<file path="src/rtl/core/sha1s_pkg.sv">
// Package for the SHA-1 stream hasher: shared types, state encodings and constants.
// No dependencies; the front end, job queue, back end, top level and scoreboard import it.
package sha1s_pkg;

  localparam logic [31:0] H_INIT [5] = '{
    32'h67452301, 32'hEFCDAB89, 32'h98BADCFE, 32'h10325476, 32'hC3D2E1F0
  };
  localparam logic [31:0] K_R0 = 32'h5A827999;
  localparam logic [31:0] K_R1 = 32'h6ED9EBA1;
  localparam logic [31:0] K_R2 = 32'h8F1BBCDC;
  localparam logic [31:0] K_R3 = 32'hCA62C1D6;
  localparam logic [7:0]  PAD_MARK = 8'h80;
  localparam logic [5:0]  LEN_POS  = 6'd56;
  localparam logic [5:0]  LAST_POS = 6'd63;
  localparam logic [6:0]  LAST_ROUND = 7'd79;
  localparam logic [2:0]  LAST_WORD_IDX = 3'd4;

  typedef enum logic {F_ACCEPT, F_PAD} front_state_t;
  typedef enum logic [2:0] {B_IDLE, B_LOAD, B_ROUND, B_ADD, B_EMIT} back_state_t;

  typedef struct packed {
    logic        en;
    logic [4:0]  addr;
    logic [31:0] data;
  } mem_wr_t;

  typedef struct packed {
    logic bank;
    logic last_block;
  } job_t;

  typedef struct packed {
    logic en;
    logic bank;
  } release_t;

endpackage

</file>
<file path="src/rtl/core/sha1s_in_if.sv">
// Input channel of the SHA-1 stream hasher: at most one message byte per transfer.
// Standalone interface; no dependencies.
interface sha1s_in_if;
  logic       valid;
  logic       ready;
  logic [7:0] data_byte;
  logic       has_byte;
  logic       end_of_message;

  modport source (output valid, data_byte, has_byte, end_of_message, input ready);
  modport sink (input valid, data_byte, has_byte, end_of_message, output ready);
endinterface

</file>
<file path="src/rtl/core/sha1s_out_if.sv">
// Output channel of the SHA-1 stream hasher: one digest word per transfer.
// Standalone interface; no dependencies.
interface sha1s_out_if;
  logic        valid;
  logic        ready;
  logic [31:0] digest_word;
  logic [2:0]  word_index;
  logic        last_word;

  modport source (output valid, digest_word, word_index, last_word, input ready);
  modport sink (input valid, digest_word, word_index, last_word, output ready);
endinterface

</file>
<file path="src/rtl/core/sha1s_front.sv">
// Front end: accepts bytes, packs them into words of a two-bank block store,
// generates padding and posts one job per full block. Uses sha1s_pkg, sha1s_in_if.
module sha1s_front (
  input  logic                clk,
  input  logic                rst,
  sha1s_in_if.sink            msg,
  input  sha1s_pkg::release_t rel,
  output sha1s_pkg::mem_wr_t  mem_wr,
  output logic                push,
  output sha1s_pkg::job_t     push_job
);
  import sha1s_pkg::*;

  front_state_t state, state_next;
  logic         bank;
  logic [5:0]   fill;
  logic [23:0]  acc;
  logic [63:0]  message_bits;
  logic [63:0]  len_bits;
  logic         pad_first;
  logic         len_phase;
  logic [1:0]   busy, busy_next;

  logic         accept;
  logic         put_en;
  logic [7:0]   put_byte;
  logic         is_len;

  always_comb begin
    msg.ready = 1'b0;
    accept    = 1'b0;
    put_en    = 1'b0;
    put_byte  = msg.data_byte;
    is_len    = 1'b0;
    unique case (state)
      F_ACCEPT: begin
        msg.ready = !busy[bank];
        accept    = msg.valid && !busy[bank];
        put_en    = accept && msg.has_byte;
      end
      F_PAD: begin
        put_en = !busy[bank];
        is_len = !pad_first && (len_phase || fill == LEN_POS);
        if (pad_first) begin
          put_byte = PAD_MARK;
        end else if (is_len) begin
          put_byte = len_bits[{~fill[2:0], 3'b000} +: 8];
        end else begin
          put_byte = 8'h00;
        end
      end
      default: begin
        msg.ready = 1'b0;
      end
    endcase
  end

  always_comb begin
    state_next = state;
    unique case (state)
      F_ACCEPT: if (accept && msg.end_of_message) state_next = F_PAD;
      F_PAD:    if (put_en && is_len && fill == LAST_POS) state_next = F_ACCEPT;
      default:  state_next = F_ACCEPT;
    endcase
  end

  assign push            = put_en && fill == LAST_POS;
  assign push_job.bank   = bank;
  assign push_job.last_block = (state == F_PAD) && is_len;

  assign mem_wr.en   = put_en && fill[1:0] == 2'b11;
  assign mem_wr.addr = {bank, fill[5:2]};
  assign mem_wr.data = {acc, put_byte};

  always_comb begin
    busy_next = busy;
    if (rel.en) busy_next[rel.bank] = 1'b0;
    if (push) busy_next[bank] = 1'b1;
  end

  always_ff @(posedge clk) begin
    if (rst) begin
      state        <= F_ACCEPT;
      bank         <= 1'b0;
      fill         <= '0;
      message_bits <= '0;
      pad_first    <= 1'b0;
      len_phase    <= 1'b0;
      busy         <= '0;
    end else begin
      state <= state_next;
      busy  <= busy_next;
      if (put_en) begin
        fill <= fill + 6'd1;
        acc  <= {acc[15:0], put_byte};
        if (fill == LAST_POS) bank <= ~bank;
      end
      if (accept) begin
        if (msg.end_of_message) begin
          len_bits     <= message_bits + (msg.has_byte ? 64'd8 : 64'd0);
          message_bits <= '0;
          pad_first    <= 1'b1;
          len_phase    <= 1'b0;
        end else if (msg.has_byte) begin
          message_bits <= message_bits + 64'd8;
        end
      end
      if (state == F_PAD && put_en) begin
        pad_first <= 1'b0;
        if (is_len) len_phase <= (fill != LAST_POS);
      end
    end
  end

endmodule

</file>
<file path="src/rtl/core/sha1s_job_queue.sv">
// Two-entry job queue between the front end and the round engine.
// Uses sha1s_pkg for the job type.
module sha1s_job_queue (
  input  logic            clk,
  input  logic            rst,
  input  logic            push,
  input  sha1s_pkg::job_t push_job,
  input  logic            pop,
  output logic            not_empty,
  output sha1s_pkg::job_t head
);
  import sha1s_pkg::*;

  job_t       slots [2];
  logic       wr_ptr;
  logic       rd_ptr;
  logic [1:0] count;

  assign not_empty = count != 2'd0;
  assign head      = slots[rd_ptr];

  always_ff @(posedge clk) begin
    if (push) slots[wr_ptr] <= push_job;
  end

  always_ff @(posedge clk) begin
    if (rst) begin
      wr_ptr <= 1'b0;
      rd_ptr <= 1'b0;
      count  <= '0;
    end else begin
      if (push) wr_ptr <= ~wr_ptr;
      if (pop) rd_ptr <= ~rd_ptr;
      count <= count + {1'b0, push} - {1'b0, pop};
    end
  end

  a_no_overflow: assert property (@(posedge clk) disable iff (rst)
    push && !pop |-> count != 2'd2)
    else $error("job queue overflow");
  a_no_underflow: assert property (@(posedge clk) disable iff (rst)
    pop |-> count != 2'd0)
    else $error("job queue underflow");
  a_count_bound: assert property (@(posedge clk) disable iff (rst)
    count != 2'd3)
    else $error("job queue count out of range");

endmodule

</file>
<file path="src/rtl/core/sha1s_back.sv">
// Back end: holds the two-bank block store, runs the 80 SHA-1 rounds one per
// cycle and sends the digest words. Uses sha1s_pkg, sha1s_out_if.
module sha1s_back (
  input  logic                clk,
  input  logic                rst,
  input  sha1s_pkg::mem_wr_t  mem_wr,
  input  logic                job_ready,
  input  sha1s_pkg::job_t     job_head,
  output logic                pop,
  output sha1s_pkg::release_t rel,
  sha1s_out_if.source         digest
);
  import sha1s_pkg::*;

  logic [31:0] store [32];
  logic [31:0] rdata;
  logic [4:0]  rd_addr;

  back_state_t state, state_next;
  job_t        job;
  logic [6:0]  round;
  logic [2:0]  emit_idx;
  logic [31:0] chain [5];
  logic [31:0] a, b, c, d, e;
  logic [31:0] w [16];

  logic [31:0] sched_word, mix, f, k, t;
  logic        load_out;

  always_ff @(posedge clk) begin
    if (mem_wr.en) store[mem_wr.addr] <= mem_wr.data;
    rdata <= store[rd_addr];
  end

  always_comb begin
    mix        = w[13] ^ w[8] ^ w[2] ^ w[0];
    sched_word = (round < 7'd16) ? rdata : {mix[30:0], mix[31]};
    if (round < 7'd20) begin
      f = (b & c) | (~b & d);
      k = K_R0;
    end else if (round < 7'd40) begin
      f = b ^ c ^ d;
      k = K_R1;
    end else if (round < 7'd60) begin
      f = (b & c) | (b & d) | (c & d);
      k = K_R2;
    end else begin
      f = b ^ c ^ d;
      k = K_R3;
    end
    t = {a[26:0], a[31:27]} + f + e + k + sched_word;
  end

  always_comb begin
    state_next = state;
    unique case (state)
      B_IDLE:  if (job_ready) state_next = B_LOAD;
      B_LOAD:  state_next = B_ROUND;
      B_ROUND: if (round == LAST_ROUND) state_next = B_ADD;
      B_ADD:   state_next = job.last_block ? B_EMIT : B_IDLE;
      B_EMIT:  if (load_out && emit_idx == LAST_WORD_IDX) state_next = B_IDLE;
      default: state_next = B_IDLE;
    endcase
  end

  always_comb begin
    pop      = 1'b0;
    rel.en   = 1'b0;
    rel.bank = job.bank;
    rd_addr  = {job.bank, 4'd0};
    load_out = 1'b0;
    unique case (state)
      B_IDLE:  pop = job_ready;
      B_LOAD:  rd_addr = {job.bank, 4'd0};
      B_ROUND: rd_addr = {job.bank, round[3:0] + 4'd1};
      B_ADD:   rel.en = 1'b1;
      B_EMIT:  load_out = !digest.valid || digest.ready;
      default: pop = 1'b0;
    endcase
  end

  always_ff @(posedge clk) begin
    if (rst) begin
      state        <= B_IDLE;
      digest.valid <= 1'b0;
      emit_idx     <= '0;
      round        <= '0;
      for (int i = 0; i < 5; i++) chain[i] <= H_INIT[i];
    end else begin
      state <= state_next;
      if (load_out) begin
        digest.valid <= 1'b1;
      end else if (digest.ready) begin
        digest.valid <= 1'b0;
      end
      unique case (state)
        B_IDLE: begin
          if (job_ready) job <= job_head;
        end
        B_LOAD: begin
          round <= '0;
          a <= chain[0];
          b <= chain[1];
          c <= chain[2];
          d <= chain[3];
          e <= chain[4];
        end
        B_ROUND: begin
          round <= round + 7'd1;
          e <= d;
          d <= c;
          c <= {b[1:0], b[31:2]};
          b <= a;
          a <= t;
          for (int i = 0; i < 15; i++) w[i] <= w[i + 1];
          w[15] <= sched_word;
        end
        B_ADD: begin
          chain[0] <= chain[0] + a;
          chain[1] <= chain[1] + b;
          chain[2] <= chain[2] + c;
          chain[3] <= chain[3] + d;
          chain[4] <= chain[4] + e;
          emit_idx <= '0;
        end
        B_EMIT: begin
          if (load_out) begin
            digest.digest_word <= chain[emit_idx];
            digest.word_index  <= emit_idx;
            digest.last_word   <= emit_idx == LAST_WORD_IDX;
            emit_idx           <= emit_idx + 3'd1;
            if (emit_idx == LAST_WORD_IDX) begin
              for (int i = 0; i < 5; i++) chain[i] <= H_INIT[i];
            end
          end
        end
        default: begin
          round <= '0;
        end
      endcase
    end
  end

  a_index_range: assert property (@(posedge clk) disable iff (rst)
    digest.valid |-> digest.word_index <= LAST_WORD_IDX)
    else $error("digest word index out of range");
  a_last_flag: assert property (@(posedge clk) disable iff (rst)
    digest.valid |-> digest.last_word == (digest.word_index == LAST_WORD_IDX))
    else $error("last word flag does not match index");
  a_round_done: assert property (@(posedge clk) disable iff (rst)
    state == B_ADD |-> $past(state) == B_ROUND && $past(round) == LAST_ROUND)
    else $error("block finished before the last round");

endmodule

</file>
<file path="src/rtl/core/sha1_stream_hasher.sv">
// SHA-1 stream hasher top level. Byte transfers are accepted while the block-store
// bank being filled is free. Each 64-byte block passes through the round engine in order
// (queue pop, store read, 80 rounds, chaining add) while the front end may fill the other
// bank. End of message adds 9 to 72 bytes of byte-wise padding, one or two
// blocks and five digest transfers. Synchronous rst restores the initial chaining words and
// clears the fill and bit counts, the bank flags, the job queue and both state machines.
module sha1_stream_hasher (
  input  logic        clk,
  input  logic        rst,
  sha1s_in_if.sink    msg,
  sha1s_out_if.source digest
);
  import sha1s_pkg::*;

  mem_wr_t  mem_wr;
  logic     push;
  job_t     push_job;
  logic     pop;
  logic     job_ready;
  job_t     job_head;
  release_t rel;

  sha1s_front u_front (
    .clk      (clk),
    .rst      (rst),
    .msg      (msg),
    .rel      (rel),
    .mem_wr   (mem_wr),
    .push     (push),
    .push_job (push_job)
  );

  sha1s_job_queue u_queue (
    .clk       (clk),
    .rst       (rst),
    .push      (push),
    .push_job  (push_job),
    .pop       (pop),
    .not_empty (job_ready),
    .head      (job_head)
  );

  sha1s_back u_back (
    .clk       (clk),
    .rst       (rst),
    .mem_wr    (mem_wr),
    .job_ready (job_ready),
    .job_head  (job_head),
    .pop       (pop),
    .rel       (rel),
    .digest    (digest)
  );

endmodule

</file>
<file path="src/flat_wrapper.sv">
// flat-port wrapper written by rule: the top's interface ports become plain ports
module sha1_stream_hasher_flat import sha1s_pkg::*;
  (clk, rst, msg_valid, msg_data_byte, msg_has_byte, msg_end_of_message, msg_ready, digest_valid, digest_digest_word, digest_word_index, digest_last_word, digest_ready);
  sha1s_in_if msg_i ();
  sha1s_out_if digest_i ();
  input  logic clk;
  input  logic rst;
  input wire logic [$bits(msg_i.valid)-1:0] msg_valid;
  input wire logic [$bits(msg_i.data_byte)-1:0] msg_data_byte;
  input wire logic [$bits(msg_i.has_byte)-1:0] msg_has_byte;
  input wire logic [$bits(msg_i.end_of_message)-1:0] msg_end_of_message;
  output wire logic [$bits(msg_i.ready)-1:0] msg_ready;
  output wire logic [$bits(digest_i.valid)-1:0] digest_valid;
  output wire logic [$bits(digest_i.digest_word)-1:0] digest_digest_word;
  output wire logic [$bits(digest_i.word_index)-1:0] digest_word_index;
  output wire logic [$bits(digest_i.last_word)-1:0] digest_last_word;
  input wire logic [$bits(digest_i.ready)-1:0] digest_ready;
  assign msg_i.valid = msg_valid;
  assign msg_i.data_byte = msg_data_byte;
  assign msg_i.has_byte = msg_has_byte;
  assign msg_i.end_of_message = msg_end_of_message;
  assign msg_ready = msg_i.ready;
  assign digest_valid = digest_i.valid;
  assign digest_digest_word = digest_i.digest_word;
  assign digest_word_index = digest_i.word_index;
  assign digest_last_word = digest_i.last_word;
  assign digest_i.ready = digest_ready;
  sha1_stream_hasher u_core (.clk(clk), .rst(rst), .msg(msg_i), .digest(digest_i));
endmodule
</file>
<file path="config.mk">
export PLATFORM = sky130hd
export DESIGN_NAME = sha1_stream_hasher_flat
export DESIGN_NICKNAME = d
export VERILOG_FILES = /design/src/rtl/core/sha1s_pkg.sv /design/src/rtl/core/sha1s_in_if.sv /design/src/rtl/core/sha1s_out_if.sv /design/src/rtl/core/sha1s_front.sv /design/src/rtl/core/sha1s_job_queue.sv /design/src/rtl/core/sha1s_back.sv /design/src/rtl/core/sha1_stream_hasher.sv /design/src/flat_wrapper.sv
export SDC_FILE = /design/constraint.sdc
export NUM_CORES = 2
export LEC_CHECK = 0
export ABC_AREA = 1
export BUFFER_PORTS_ARGS = -buffer_cell sky130_fd_sc_hd__buf_4
export CAP_MARGIN = 25
export CORE_MARGIN = 2
export CORE_UTILIZATION = 50
export CTS_CLUSTER_SIZE = 24
export DETAILED_ROUTE_END_ITERATION = 8
export PLACE_DENSITY = 0.65
export SLEW_MARGIN = 20
export SYNTH_ARGS = -nofsm -noshare
export SYNTH_HDL_FRONTEND = slang
export SYNTH_HIERARCHICAL = 1
export SYNTH_SLANG_ARGS = --single-unit
export TNS_END_PERCENT = 50
</file>
<file path="constraint.sdc">
create_clock -name clk -period 34.3 [get_ports clk]
set_input_delay 1.715 -clock clk [delete_from_list [all_inputs] [get_ports clk]]
set_output_delay 1.715 -clock clk [all_outputs]
set_load 0.005 [all_outputs]
</file>
==> impl_metrics.toml <==
[logic_synthesis]
synthDistinctLibCells = 55
syn_inst = 9097
synth_nets = 9439
synth_edf_count = 1983
ys_warn_count = 6
synth_area_mm2 = 0.0985
synth_top_family_by_area = "simple AND/OR/NAND/NOR gates"
synth-simple-area-share = 0.125
synth.avg_cell_area_um2 = 10.8
muxShareOfSynthArea = 0.000229
synth-adder-area-share = 0.0512
yosysSeqAreaShare = 0.630
synth_compound_area_frac = 0.114
synth-xor-area-share = 0.0141
synth_flop_cell = "edfxtp_1"
ys_seq_elements = 2107
synth-async-reset-ratio = 0

[floorplanning]
core_mm2 = 0.195
initial_core_util = 0.504
die_w_um = 448
ioPinCount = 52
die_area_mm2 = 0.201
chipHeight_um = 448
rows = 162

[drt]
ant_nets = 0
drt_first_pass_iters = 6
routedWlPerCell_um = 24.1
viasPerCell = 5.71
drtIter0Drc = 7328
post-route-drc-count = 0
vias = 68200
drt_wl_total_mm = 288

[clock_network]
clk_pin_slew_ns = 0.06
clkSinkCount = 2107
cts-root-buf = "clkbuf_16"
cts.repair.resized = 0
insertion_delay_ns = 0.88
cts_max_path_buffers = 3
cts_hold_buffers = 0
cts_tree = "yes"
cts_setup_buffers = 0
h-tree-depth = 4
cts-buffers-inserted = 215

[sta]
final-hold-violation-count = 0
slew_headroom = 0.235
max_freq_mhz = 163
min_period_over_period = 0.178
tns_ns = 0
finalMaxSlewViolations = 0
rsz0062_at_grt = "no"
period_needed_ns = 6.12
final.setup_skew_ns = 0.0657
setup_violations = 0
worst_pin_slew_ns = 1.15

[worst_setup_path]
endpoint = "u_core/u_back/a[19]"
required_ns = 34.87
rrSetupSlack_ns = 28.18
r2r-start = "u_core/u_back/round[5]"
slowest_stage = "o21ai_0"
endpoint_kind = "register"
crit_start = "u_core/u_back/round[5]"
cp-start-kind = "register"
path_depth = 22
path_common_cell = "nand2_1"
worstPathArrival_ns = 6.70
crit_type = "reg2reg"
r2r_cells = 22
worstPathCellList = "inv_1 > nor2_1 > nand3_2 > buf_4 > nand2_1 > clkinv_1 > buf_4 > a221oi_1 > fa_1 > fa_1 > inv_1 > ha_1 > inv_1 > fa_1 > nand3b_1 > nand2_1 > a21oi_1 > o21ai_0 > a21oi_1 > xnor2_1 > nand2_1 > nand2_1"
crit_buf_inv = 6
r2r-end = "u_core/u_back/a[19]"
path_max_fanout = 20
cp_top_family = "adder cells"
cp_slowest_stage_delay_ns = 0.56

[placement]
io_buffers = 51
routabilityCongestion = 1.00
dp_hpwl_mm = 191
dp_cells = 11500

[final_layout]
drive_above_1_share = 0.0686
syn2layout_area_growth_pct = 10.7
nNetsFinal = 9476
stdcell_count = 11900
fillers = 16700
regArea_mm2 = 0.0620
multi_input_area_mm2 = 0.0304

[global_route]
grt_max_degree = 250
grt-ovfl-total = 0
grtUsageTotal = 0.285
grt_pass1_wl_mm = 422
top_usage_layer = "met2"
antenna_found_initial = 8
grtUsageMet2 = 0.451
grt_util_met1 = 0.404
grtUsageMet3 = 0.0459
grt_pass1_vias = 64500

[status]
outcome = "finished clean"

[job]
cap_violations = 0

[power_and_ir_drop]
leakage_nw = 40.8
powerDensity_mw_per_mm2 = 71.7
ir_drop_v = 0.0000549

[worst_hold_path]
hold_class = "reg2reg"
==> cell usage after synthesis, drive strengths merged, types with 3 or more instances <==
| cell type | count | area (µm²) |
|---|---|---|
| dfxtp | 124 | 2480 |
| clkinv | 3 | 11.3 |
| nor2 | 684 | 2720 |
| xnor2 | 96 | 841 |
| o21ai | 809 | 4050 |
| ha | 203 | 2540 |
| a31oi | 27 | 169 |
| nor3 | 46 | 257 |
| o211ai | 285 | 2140 |
| nand2 | 1327 | 5060 |
| clkbuf | 165 | 619 |
| a21oi | 664 | 3320 |
| nand4 | 61 | 388 |
| nor4 | 11 | 68.8 |
| o22ai | 30 | 188 |
| and2 | 6 | 37.5 |
| xor2 | 63 | 552 |
| nand3b | 12 | 90.1 |
| or2 | 46 | 288 |
| a21o | 31 | 233 |
| o31ai | 6 | 45.0 |
| edfxtp | 1983 | 59500 |
| fa | 125 | 2500 |
| a211oi | 7 | 52.6 |
| o21bai | 18 | 135 |
| inv | 1293 | 4850 |
| o221ai | 20 | 175 |
| buf | 176 | 972 |
| o21a | 75 | 563 |
| a21boi | 16 | 120 |
| nand3 | 669 | 3360 |
==> flip-flops by register name, indices dropped and copies added, names as in the netlist, 6 cells and up, named ones only <==
| name | cells |
|---|---|
| u_core/u_back/b | 32 |
| u_core/u_front/fill | 6 |
| u_core/u_front/len_bits | 61 |
| u_core/u_back/round | 7 |
| u_core/u_back/c | 32 |
| u_core/u_back/d | 32 |
| u_core/u_front/message_bits | 61 |
| u_core/u_back/e | 32 |
| u_core/u_back/w | 512 |
| u_core/u_back/chain | 160 |
| u_core/u_back/a | 32 |
| u_core/u_back/digest.digest_word | 32 |
| u_core/u_back/store | 1024 |
| u_core/u_back/rdata | 32 |
| u_core/u_front/acc | 24 |
==> layer usage <==
layer | up-vias | wire length [µm]
met5 | - | 49
met4 | 6 | 9680
met3 | 479 | 21600
met2 | 2703 | 133000
met1 | 33400 | 124000
li1 | 31700 | -
==> worst min-delay path by stage <==
stage / slack [ns] / from / cells after the start / endpoint
2_1_floorplan: 0.40 / u_core/u_back/w[0][32] / 0 / u_core/u_back/w[0][0]
3_3_place_gp: 0.40 / u_core/u_back/w[1][104] / 0 / u_core/u_back/w[1][72]
3_5_place_dp: 0.40 / u_core/u_back/w[0][150] / 0 / u_core/u_back/w[0][118]
4_1_cts: 0.38 / u_core/u_back/w[1][230] / 0 / u_core/u_back/w[1][198]
5_1_grt: 0.38 / u_core/u_back/w[1][199] / 0 / u_core/u_back/w[1][167]
6_report: 0.37 / u_core/u_back/w[1][230] / 0 / u_core/u_back/w[1][198]
==> kinds of logic after synthesis <==
kind of cell	Yosys count
adders and majority gates	328
xor gates and xnor gates	159
and+or+nand+nor	2867
AOI/OAI and AO/OA	1997
muxes	2
buffers and inverters	1637
DFF	2107
==> where the power goes <==
part	total (W)	leakage [nW]	internal, W	switching (W)
combinational	0.00233	18.5	0.000708	0.00162
clock	0.00236	3.46	0.00135	0.00101
sequential	0.00312	18.9	0.00300	0.000122
total	0.00782	40.8	0.00506	0.00275
==> final cells by class <==
cell class,instances,area share
multi-input combinational,5353,0.279
inverter,1296,0.0447
clock inverter,123,0.0128
antenna,1,0.0000229
clock buffer,278,0.0526
timing repair buffer,161,0.0125
tap,2624,0.0301
sequential,2107,0.569
==> cells in the final DEF (no fill, tap or decap), types with 39 or more instances in the layout <==
cell type  instances
a21oi_1          662
buf_4            141
clkbuf_1          52
clkbuf_16        216
clkinv_1          41
clkinv_2          39
dfxtp_1          122
edfxtp_1        1983
fa_1             125
ha_1             203
inv_1           1282
nand2_1         1308
nand3_1          665
nand4_1           60
nor2_1           611
nor2_4            51
nor3_1            42
o211ai_1         285
o21a_1            75
o21ai_0          782
or2_2             45
xnor2_1           96
xor2_1            63
==> stage by stage <==
step | utilization | total power [W] | instance area, µm² | hold slack (ns) | worst slack, ns
after floorplan | - | 0.00473 | 98500 | 0.400 | 8.69
after global placement | 0.521 | 0.00544 | 102000 | 0.400 | 28.38
after detailed placement | 0.521 | 0.00544 | 102000 | 0.405 | 28.29
after CTS | 0.557 | 0.00782 | 109000 | 0.375 | 28.25
after global routing | 0.558 | 0.00820 | 109000 | 0.385 | 27.88
final | 0.558 | 0.00782 | 109000 | 0.373 | 28.18
Power figures use the tool's default switching activity.
